--- src/rtl/core/shp_pkg.sv ---
`timescale 1ns / 1ps

package shp_pkg;

	// Width of the internal position and target counters.
	localparam int unsigned POSITION_BITS = 16;

	localparam int unsigned FIELD_BITS  = 16;
	localparam int unsigned CFG_BITS    = 8;
	localparam int unsigned CFG_IDX_BITS = 2;
	localparam int unsigned PHASES      = 8;
	localparam int unsigned PHASE_BITS  = $clog2(PHASES);

	typedef logic [POSITION_BITS-1:0] pos_t;
	typedef logic [FIELD_BITS-1:0]    field_t;
	typedef logic [PHASE_BITS-1:0]    phase_t;
	typedef logic [3:0]               coils_t;

	typedef logic [1:0] action_t;
	localparam action_t ACT_MOTOR_TICK = 2'd0;
	localparam action_t ACT_SWEEP_TICK = 2'd1;
	localparam action_t ACT_SET_TARGET = 2'd2;

	typedef logic [CFG_IDX_BITS-1:0] cfg_idx_t;
	localparam cfg_idx_t CFG_STEP_DIVIDER     = 2'd0;
	localparam cfg_idx_t CFG_OVERSHOOT_PULSES = 2'd1;
	localparam cfg_idx_t CFG_DWELL_TICKS      = 2'd2;

	localparam logic [CFG_BITS-1:0] STEP_DIVIDER_RESET     = 8'd16;
	localparam logic [CFG_BITS-1:0] OVERSHOOT_PULSES_RESET = 8'd8;
	localparam logic [CFG_BITS-1:0] DWELL_TICKS_RESET      = 8'd200;

	localparam coils_t COILS_OFF = 4'h0;

	typedef struct packed {
		logic [CFG_BITS-1:0] step_divider;
		logic [CFG_BITS-1:0] overshoot_pulses;
		logic [CFG_BITS-1:0] dwell_ticks;
	} cfg_t;

	typedef struct packed {
		action_t action;
		logic    pause;
		field_t  limit_a;
		field_t  limit_b;
		field_t  new_target;
	} cmd_t;

	typedef struct packed {
		coils_t coils;
		field_t position;
		field_t target_pos;
		logic   sweep_up;
	} status_t;

	typedef struct packed {
		logic [CFG_BITS-1:0] prescale_count;
		phase_t              phase_index;
		pos_t                position;
		pos_t                target;
		coils_t              coils;
		logic                sweep_dir;
		logic                overshoot_done;
		logic [CFG_BITS-1:0] dwell_count;
	} state_t;

	// Half-step coil pattern, bit0 is coil A.
	function automatic coils_t half_step_pattern(input phase_t idx);
		coils_t pat;
		case (idx)
			3'd0: pat = 4'h9;
			3'd1: pat = 4'h1;
			3'd2: pat = 4'h3;
			3'd3: pat = 4'h2;
			3'd4: pat = 4'h6;
			3'd5: pat = 4'h4;
			3'd6: pat = 4'hC;
			3'd7: pat = 4'h8;
			default: pat = COILS_OFF;
		endcase
		return pat;
	endfunction

endpackage

--- src/rtl/core/shp_if.sv ---
`timescale 1ns / 1ps

interface shp_cmd_if;
	logic          valid;
	logic          ready;
	shp_pkg::cmd_t data;

	modport source(output valid, output data, input ready);
	modport sink(input valid, input data, output ready);
endinterface

interface shp_status_if;
	logic             valid;
	logic             ready;
	shp_pkg::status_t data;

	modport source(output valid, output data, input ready);
	modport sink(input valid, input data, output ready);
endinterface

--- src/rtl/core/stepper_half_step_positioner.sv ---
`timescale 1ns / 1ps

// Channel   Dir   Handshake     Contents
// cmd       in    valid/ready   action, pause, limit_a, limit_b, new_target
// status    out   valid/ready   coils, position, target_pos, sweep_up
// cfg_*     in    write enable  step_divider, overshoot_pulses, dwell_ticks
//
// An accepted request is registered in the input register; the state update
// and status register load from it when status is empty or being drained.
// A new request is taken every cycle while status is drained.
// Reset clears the motor state and loads the register defaults.
// When status stalls, the input register holds one more request, then cmd
// ready drops.

module stepper_half_step_positioner (
	input  logic                      clk,
	input  logic                      arst_n,
	shp_cmd_if.sink                   cmd,
	shp_status_if.source              status,
	input  logic                      cfg_we,
	input  shp_pkg::cfg_idx_t         cfg_index,
	input  logic [shp_pkg::CFG_BITS-1:0] cfg_data
);

	shp_pkg::cfg_t    cfg_q;
	shp_pkg::state_t  state_q;
	shp_pkg::state_t  state_nx;
	shp_pkg::cmd_t    cmd_s1;
	logic             valid_s1;
	shp_pkg::status_t status_q;
	logic             status_valid_q;
	logic             advance_s1;

	assign advance_s1 = valid_s1 && (!status_valid_q || status.ready);
	assign cmd.ready  = !valid_s1 || advance_s1;

	always_ff @(posedge clk or negedge arst_n) begin
		if (!arst_n) begin
			cfg_q.step_divider     <= shp_pkg::STEP_DIVIDER_RESET;
			cfg_q.overshoot_pulses <= shp_pkg::OVERSHOOT_PULSES_RESET;
			cfg_q.dwell_ticks      <= shp_pkg::DWELL_TICKS_RESET;
		end else if (cfg_we) begin
			case (cfg_index)
				shp_pkg::CFG_STEP_DIVIDER:     cfg_q.step_divider     <= cfg_data;
				shp_pkg::CFG_OVERSHOOT_PULSES: cfg_q.overshoot_pulses <= cfg_data;
				shp_pkg::CFG_DWELL_TICKS:      cfg_q.dwell_ticks      <= cfg_data;
				default: begin
				end
			endcase
		end
	end

	always_ff @(posedge clk or negedge arst_n) begin
		if (!arst_n) begin
			valid_s1 <= 1'b0;
		end else if (cmd.ready) begin
			valid_s1 <= cmd.valid;
		end
	end

	always_ff @(posedge clk) begin
		if (cmd.ready && cmd.valid) begin
			cmd_s1 <= cmd.data;
		end
	end

	shp_step_logic u_step (
		.st  (state_q),
		.cfg (cfg_q),
		.cmd (cmd_s1),
		.nx  (state_nx)
	);

	always_ff @(posedge clk or negedge arst_n) begin
		if (!arst_n) begin
			state_q        <= '0;
			status_valid_q <= 1'b0;
		end else begin
			if (advance_s1) begin
				state_q <= state_nx;
			end
			if (advance_s1) begin
				status_valid_q <= 1'b1;
			end else if (status.ready) begin
				status_valid_q <= 1'b0;
			end
		end
	end

	always_ff @(posedge clk) begin
		if (advance_s1) begin
			status_q.coils      <= state_nx.coils;
			status_q.position   <= shp_pkg::field_t'(state_nx.position);
			status_q.target_pos <= shp_pkg::field_t'(state_nx.target);
			status_q.sweep_up   <= state_nx.sweep_dir;
		end
	end

	assign status.valid = status_valid_q;
	assign status.data  = status_q;

endmodule

--- src/rtl/core/shp_step_logic.sv ---
`timescale 1ns / 1ps

module shp_step_logic (
	input  shp_pkg::state_t st,
	input  shp_pkg::cfg_t   cfg,
	input  shp_pkg::cmd_t   cmd,
	output shp_pkg::state_t nx
);

	always_comb begin
		logic [shp_pkg::CFG_BITS-1:0] prescale_inc;
		logic [shp_pkg::CFG_BITS-1:0] dwell_inc;
		shp_pkg::field_t              lo;
		shp_pkg::field_t              hi;
		shp_pkg::pos_t                overshoot;
		shp_pkg::pos_t                sweep_target;

		nx           = st;
		prescale_inc = st.prescale_count + 1'b1;
		dwell_inc    = st.dwell_count + 1'b1;
		lo           = (cmd.limit_a < cmd.limit_b) ? cmd.limit_a : cmd.limit_b;
		hi           = (cmd.limit_a < cmd.limit_b) ? cmd.limit_b : cmd.limit_a;
		overshoot    = shp_pkg::pos_t'(cfg.overshoot_pulses);
		sweep_target = st.sweep_dir ? shp_pkg::pos_t'(hi) : shp_pkg::pos_t'(lo);

		case (cmd.action)
			shp_pkg::ACT_MOTOR_TICK: begin
				nx.prescale_count = prescale_inc;
				if (prescale_inc >= cfg.step_divider) begin
					nx.prescale_count = '0;
					if (cmd.pause) begin
						nx.coils = shp_pkg::COILS_OFF;
					end else begin
						// Stepping up walks the pattern backwards.
						if (st.position < st.target) begin
							nx.phase_index = st.phase_index - 1'b1;
							nx.position    = st.position + 1'b1;
						end else if (st.position > st.target) begin
							nx.phase_index = st.phase_index + 1'b1;
							nx.position    = st.position - 1'b1;
						end
						nx.coils = shp_pkg::half_step_pattern(nx.phase_index);
					end
				end
			end
			shp_pkg::ACT_SWEEP_TICK: begin
				nx.target = sweep_target;
				if (st.sweep_dir) begin
					if (st.position >= sweep_target) begin
						if (!st.overshoot_done) begin
							nx.overshoot_done = 1'b1;
							nx.position = (st.position >= overshoot) ?
								st.position - overshoot : '0;
						end else begin
							nx.dwell_count = dwell_inc;
							if (dwell_inc > cfg.dwell_ticks) begin
								nx.dwell_count = '0;
								nx.sweep_dir   = 1'b0;
							end
						end
					end
				end else begin
					if (st.position <= sweep_target) begin
						nx.dwell_count = dwell_inc;
						if (dwell_inc > cfg.dwell_ticks) begin
							nx.dwell_count    = '0;
							nx.sweep_dir      = 1'b1;
							nx.overshoot_done = 1'b0;
						end
					end
				end
			end
			shp_pkg::ACT_SET_TARGET: begin
				nx.target = shp_pkg::pos_t'(cmd.new_target);
			end
			default: begin
			end
		endcase
	end

endmodule
--- src/flat_wrapper.sv ---
// flat-port wrapper written by rule: the top's interface ports become plain ports
module stepper_half_step_positioner_flat 
  (clk, arst_n, cfg_we, cfg_index, cfg_data, cmd_valid, cmd_data, cmd_ready, status_valid, status_data, status_ready);
  shp_cmd_if cmd_i ();
  shp_status_if status_i ();
  input  logic clk;
  input  logic arst_n;
  input  logic cfg_we;
  input  shp_pkg::cfg_idx_t cfg_index;
  input  logic [shp_pkg::CFG_BITS-1:0] cfg_data;
  input wire logic [$bits(cmd_i.valid)-1:0] cmd_valid;
  input wire logic [$bits(cmd_i.data)-1:0] cmd_data;
  output wire logic [$bits(cmd_i.ready)-1:0] cmd_ready;
  output wire logic [$bits(status_i.valid)-1:0] status_valid;
  output wire logic [$bits(status_i.data)-1:0] status_data;
  input wire logic [$bits(status_i.ready)-1:0] status_ready;
  assign cmd_i.valid = cmd_valid;
  assign cmd_i.data = cmd_data;
  assign cmd_ready = cmd_i.ready;
  assign status_valid = status_i.valid;
  assign status_data = status_i.data;
  assign status_i.ready = status_ready;
  stepper_half_step_positioner u_core (.clk(clk), .arst_n(arst_n), .cmd(cmd_i), .status(status_i), .cfg_we(cfg_we), .cfg_index(cfg_index), .cfg_data(cfg_data));
endmodule
--- config.mk ---
export PLATFORM = sky130hd
export DESIGN_NAME = stepper_half_step_positioner_flat
export DESIGN_NICKNAME = d
export VERILOG_FILES = /design/src/rtl/core/shp_pkg.sv /design/src/rtl/core/shp_if.sv /design/src/rtl/core/stepper_half_step_positioner.sv /design/src/rtl/core/shp_step_logic.sv /design/src/flat_wrapper.sv
export SDC_FILE = /design/constraint.sdc
export NUM_CORES = 1
export LEC_CHECK = 0
export ABC_AREA = 1
export BUFFER_PORTS_ARGS = -buffer_cell sky130_fd_sc_hd__buf_2
export CORE_ASPECT_RATIO = 1.5
export CORE_MARGIN = 2
export CORE_UTILIZATION = 40
export DETAILED_ROUTE_END_ITERATION = 10
export PLACE_DENSITY_LB_ADDON = 0.08
export SETUP_SLACK_MARGIN = 0.4
export SYNTH_ARGS = -nofsm -noshare
export SYNTH_HDL_FRONTEND = slang
export SYNTH_SLANG_ARGS = --single-unit
--- constraint.sdc ---
create_clock -name clk -period 3.85 [get_ports clk]
set_input_delay 0.77 -clock clk [delete_from_list [all_inputs] [get_ports clk]]
set_output_delay 0.77 -clock clk [all_outputs]
set_load 0.03 [all_outputs]
==> After elaboration in Yosys (flattened, before gate mapping) <==
Memories as Yosys holds them, arrays and structs flattened.
Cells that the tools add are included.
{ "classes": {"n_addsub": 7, "eq_ne": 6, "mux": 30, "n_bitwise": 1, "n_reduce_logical": 18, "magnitude_cmp": 8} }
{ "ops": {"columns": ["op", "n"], "rows": [
  ["19-bit two-way mux", 6],
  ["16-bit two-way mux", 7],
  ["16-bit case mux with 2 select lines", 2],
  ["10-bit two-way mux", 5],
  ["16-bit less-than comparator", 2],
  ["27-bit two-way mux", 1],
  ["16-bit by 1-bit adder with 16-bit output, second input constant", 1],
  ["8-bit by 1-bit adder with 8-bit output, second input constant", 2],
  ["16-bit >= comparator", 1],
  ["16-bit by 8-bit >= comparator with 1-bit output", 1],
  ["16-bit greater-than comparator", 1],
  ["16-bit less-or-equal comparator", 1],
  ["8-bit two-way mux", 2],
  ["16-bit by 1-bit subtractor with 16-bit output, second input constant", 1],
  ["16-bit by 8-bit subtractor with 16-bit output", 1],
  ["4-bit two-way mux", 3],
  ["5-bit AND reduction", 2],
  ["8-bit >= comparator", 1],
  ["8-bit greater-than comparator", 1],
  ["2-bit AND reduction", 4],
  ["2-bit nonzero test", 3],
  ["2-bit by 1-bit == test with 1-bit output, second input constant", 2],
  ["2-bit == test, second input constant", 2],
  ["2-bit logical NOT", 2],
  ["9 further kinds", 16]
]} }
{ "word_totals": {"ff_bits": 171, "out_inout_bits": 39, "word_cells": 93, "memories": 1, "mem_bits_ro": 32} }
{ "mem_list": {"columns": ["name", "words", "word_bits", "read_ports", "rd_ports_with_merged_regs", "wr", "line", "rtl"], "rows": [
  ["(no name shown)", 8, 4, 1, 0, 0, "shp_pkg.sv:70", "case (idx)"]
]} }

==> Logic depth before layout (Yosys ltp) <==
An unclocked memory read counts as a cell.
{ "depth": {"depth_word": 10, "mapped_depth": 34} }

==> By module <==
A second synthesis with hierarchy kept.
{ "unflattened": {"hier_cells": 1428, "area_unflattened_um2": 11163.2} }
{ "modules_own_cells": {"columns": ["module", "area_each_um2", "instances", "cells_each"], "rows": [
  ["stepper_half_step_positioner", 5988.2, 1, 453],
  ["shp_step_logic", 5175.0, 1, 975]
]} }

==> Worst setup path before layout <==
No wires, ideal clock.
{ "synth_path": {"path_type": "register to register", "from": "register u_core.cmd_s1[37] (netlist bit)", "to": "register u_core.status_q, in the netlist u_core.status.data[32] (data pin)", "t_arrival_ns": 2.894, "period_less_slack_ns": 3.158, "t_required_ns": 3.586, "stages_incl_launch_ff": 25, "setup_time_ns": 0.264, "path_slack_ns": 0.692, "cell_sequence": "edfxtp_1 -> ha_1 -> a21oi_1 -> nor2_1 -> a211oi_1 -> nand2_1 -> nand2_1 -> nand2_1 -> nand2_4 -> nand2_4 -> buf_6 -> nand2_1 -> nand2_1 -> ha_1 -> nand2_1 -> inv_1 -> nand3_1 -> nor3_2 -> nand2_1 -> nand3_2 -> nand2_4 -> inv_2 -> o21ai_1 -> a22oi_1 -> nand2_1"} }
{ "synth_rtl": {"columns": ["item", "line", "rtl"], "rows": [
  ["start: declaration", "stepper_half_step_positioner.sv:28", "shp_pkg::cmd_t cmd_s1;"],
  ["start signal: assignment", "stepper_half_step_positioner.sv:63", "cmd_s1 <= cmd.data;"],
  ["end: declaration", "stepper_half_step_positioner.sv:30", "shp_pkg::status_t status_q;"]
]} }

==> PnR_summary.wiki <==
{| class="wikitable"
! Metric !! Value
|-
| Count of flip-flops with a built-in enable after synthesis || 88
|-
| Maximum resistive drop on vdd || 0.423 mV
|-
| Worst Tran Pin Value || 1.04 ns
|-
| Initial Utilization || 40.7%
|-
| Sequential standard cell area || 4730 sq um
|-
| Ranking of synthesized cells by instance count || nand2_1 (401), inv_1 (169), nand3_1 (144), edfxtp_1 (88), ha_1 (80)
|-
| Worst slack after detailed placement || -0.0333 ns
|-
| Arr. time, crit path || 3.95 ns
|-
| Antenna Diode Count || 0
|-
| Fraction of registers with async set or reset after synthesis || 48.5%
|-
| Maximum number of pins on one net before global-route repair || 65
|-
| Detailed-routing iteration count for the pre-antenna-repair pass || 5
|-
| DR iter-0 viols || 505
|-
| Worst reg-to-reg path cell count || 24
|-
| Vias after detailed routing || 9217
|-
| Post-synth net total || 1479
|-
| Top area cells in the synthesized netlist || edfxtp_1 (24%), dfrtp_1 (18%), nand2_1 (14%)
|-
| Critical Path Sink Type || flop
|-
| Die W || 138 microns
|-
| Worst Setup Start Kind || flop
|-
| # nets final || 1610
|-
| Worst clock skew on the final layout || 0.0107 ns
|-
| Worst hold-check path type || in -> async
|-
| Number of antenna violations at the first check in global routing || 0
|-
| Final instance count without filler cells || 1813
|-
| Detailed Place HPWL || 22.8 mm
|-
| Number of warnings reported in the yosys synthesis log || 0
|-
| Synth area leader || edfxtp_1
|-
| Worst slew margin || 31.0%
|-
| Placed cell count || 1759
|-
| Boundary Pins || 105
|-
| Fraction of post-synthesis cell area in the top cell type by area || 24.4%
|-
| Maximum fanout count along the critical path || 8
|-
| Number of failing hold endpoints at the final stage || 0
|-
| Die height || 205 microns
|-
| Part of the Yosys area used for sequential elements || 43.7%
|-
| Area of the die || 28400 sq um
|-
| Total chip power || 9.77 mW
|-
| Global-route usage over all layers || 21.6%
|-
| Power density over the cells || 741 nW/um^2
|-
| Setup repair after global routing missed its margin || yes
|-
| Number of DRC violations after detailed routing || 0
|-
| Wirelength, routed || 30.5 mm
|-
| Required @ worst endpoint || 4.25 ns
|-
| Avg Cell Area, Syn || 8.12 sq um
|-
| Number of global-route vias before repair || 9149
|-
| Final antenna-violating net count || 0
|-
| Sink count of the clock tree || 171
|-
| Number of register bits inferred by synthesis || 171
|-
| Quantity of I/O buffers inserted on ports || 104
|-
| Clock tree from TritonCTS || done
|-
| Area of the core || 26600 sq um
|-
| Critical setup path kind || reg -> reg
|-
| Inserted Clock Buffers || 17
|-
| Minimum period implied by the final worst setup slack || 3.56 ns
|-
| Fraction of the cycle the final worst path needs || 92.4%
|-
| Max-capacitance violation count || 0
|-
| Total global routing overflow || 0
|-
| Fraction of layout instances using a drive strength above 1 || 23.8%
|-
| Clock latency on the worst-skew pair || 0.46 ns
|-
| Total setup violations reported at the end of the flow || 0
|-
| Max-slew violations || 0
|-
| Number of placement rows || 73
|-
| H-tree depth reported by CTS || 4
|-
| Achievable clock frequency || 0.281 GHz
|-
| Detail-routed net length per standard cell || 16.8 microns
|-
| Post-synthesis cell area || 10800 sq um
|-
| Post-DR vias/cell || 5.08
|-
| Final WS setup || 0.293 ns
|-
| Filler Cells Inserted || 2596
|-
| Most used DFF post-synth || edfxtp_1
|-
| Wire length of the first global-routing pass || 48.0 mm
|-
| Clock slew at reported path FFs || 0.06 ns
|-
| Area of the multi-input gates || 5840 sq um
|-
| Number of buffers inserted by hold repair at cts || 0
|-
| Signed area change from the synthesized netlist to the final layout || 21.9%
|-
| Cell count after synthesis || 1332
|-
| Gpl congestion || 0.900
|-
| Result of the run || completed
|-
| Clock Root Buffer || clkbuf_16
|-
| Leakage Power || 6.55 nW
|-
| Count of distinct cell types in the synthesized netlist || 53
|-
| Library cell with the highest instance count after synthesis || nand2_1
|-
| Largest buffer count on any clock path || 2
|}
-- logic make-up (layout without fill, tap and decap cells) --
logic type,after synthesis,in the layout,share of synthesized area (%)
buffers and inverters,220,362,8.26
flip-flops,171,171,43.7
AO/OA/AOI/OAI,165,165,8.87
XOR/XNOR,17,17,1.45
adder cells (fa/ha/maj),81,81,9.43
AND/OR/NAND/NOR,678,680,28.3
-- sequential cells by signal, indices dropped and copies added, names as in the netlist --
signal               cells
u_core.state_q          57
u_core.cmd_s1           51
u_core.status.data      37
u_core.cfg_q            24
u_core.status.valid      1
u_core.valid_s1          1
-- worst max-delay path: stages, from the launching register on --
cell and delay (ns):
edfxtp_1 0.45, ha_4 0.29, buf_4 0.14, a21oi_4 0.15
a21oi_2 0.08, nor2_4 0.15, nand2_2 0.08, nand2_4 0.14
nand2_4 0.12, nand2_1 0.11, nand2_1 0.08, ha_1 0.29
nand2_2 0.08, nor3_4 0.23, nand2_2 0.12, nand3_4 0.18
nand3_4 0.18, buf_12 0.19, nand2_4 0.05, nand3_2 0.07
nand2_2 0.11, inv_2 0.04, nand2_2 0.06, nand2_1 0.05
nand2_1 0.06
-- report_power, final --
group	switching, mW	internal (mW)	leakage [nW]
clock	0.758	0.958	0.273
combinational	3.51	1.79	4.38
sequential	0.352	2.41	1.90
-- per-stage QoR --
step                      util [%]  setup TNS [ns]  hold slack, ns  cell area [sq um]
final                         49.6               0           0.428              13200
after global routing          49.6               0           0.473              13200
after CTS                     47.3               0           0.463              12600
after detailed placement      44.2         -0.0347           0.465              11700
after global placement        44.2               0           0.461              11700
after floorplan                  -               0           0.449              10800
-- path summary, 6_finish.rpt --
kind,start,to,slack (ns)
min in group clk,u_core.cfg_q[22]$_DFFE_PN0P_,u_core.cfg_q[22]$_DFFE_PN0P_,0.48
max,u_core.cmd_s1[43]$_DFFE_PP_,u_core.state_q[36]$_DFFE_PN0P_,0.29
min,arst_n,u_core.state_q[13]$_DFFE_PN0P_,0.43
max in group asynchronous,arst_n,u_core.cfg_q[20]$_DFFE_PN1P_,2.57
min reg2reg,u_core.cfg_q[22]$_DFFE_PN0P_,u_core.cfg_q[22]$_DFFE_PN0P_,0.48
max reg2reg,u_core.cmd_s1[43]$_DFFE_PP_,u_core.state_q[36]$_DFFE_PN0P_,0.29
-- metal layers --
metal	vias up	GRT usage (%)	part of all wire [%]
met2	213	40.1	53
met5	-	0	0
met4	0	7.07	2.0
li1	4653	-	-
met1	4304	25.6	42
met3	47	3.44	3.3
-- layout make-up --
type	instances	area share, %
Multi-Input combinational cell	943	44.3
Sequential cell	171	35.8
Timing Repair Buffer	149	7.12
Inverter	181	5.28
Clock buffer	22	3.37
Tap cell	337	3.20
Clock inverter	10	0.892
-- placed cells by master (no fill, tap or decap), drive strengths merged --
master	n
bufinv	2
a22oi	3
edfxtp	88
nand3	155
ha	80
inv	180
o21bai	2
clkinv	8
o211ai	2
a21o	3
o21a	2
a31oi	3
dfrtp	78
o22ai	5
nand3b	3
clkbuf	22
nor2	64
nand2	422
fa	1
clkinvlp	1
xor2	14
a21oi	55
xnor2	3
nand4	20
and2	1
or2	3
a211oi	1
o21ai	70
buf	149
o31ai	1
nor3	12
a21boi	18
dfstp	5
-- what timing repair did --
action | CTS | global route
setup buffers | 10 | 10
pin swaps | 25 | 44
endpoints found under the setup margin | 43 | 49
gates resized for setup | 42 | 102
hold endpoints to repair | 0 | 0
gates cloned | 1 | 1
No activity file was read; power rests on OpenSTA's default activity.
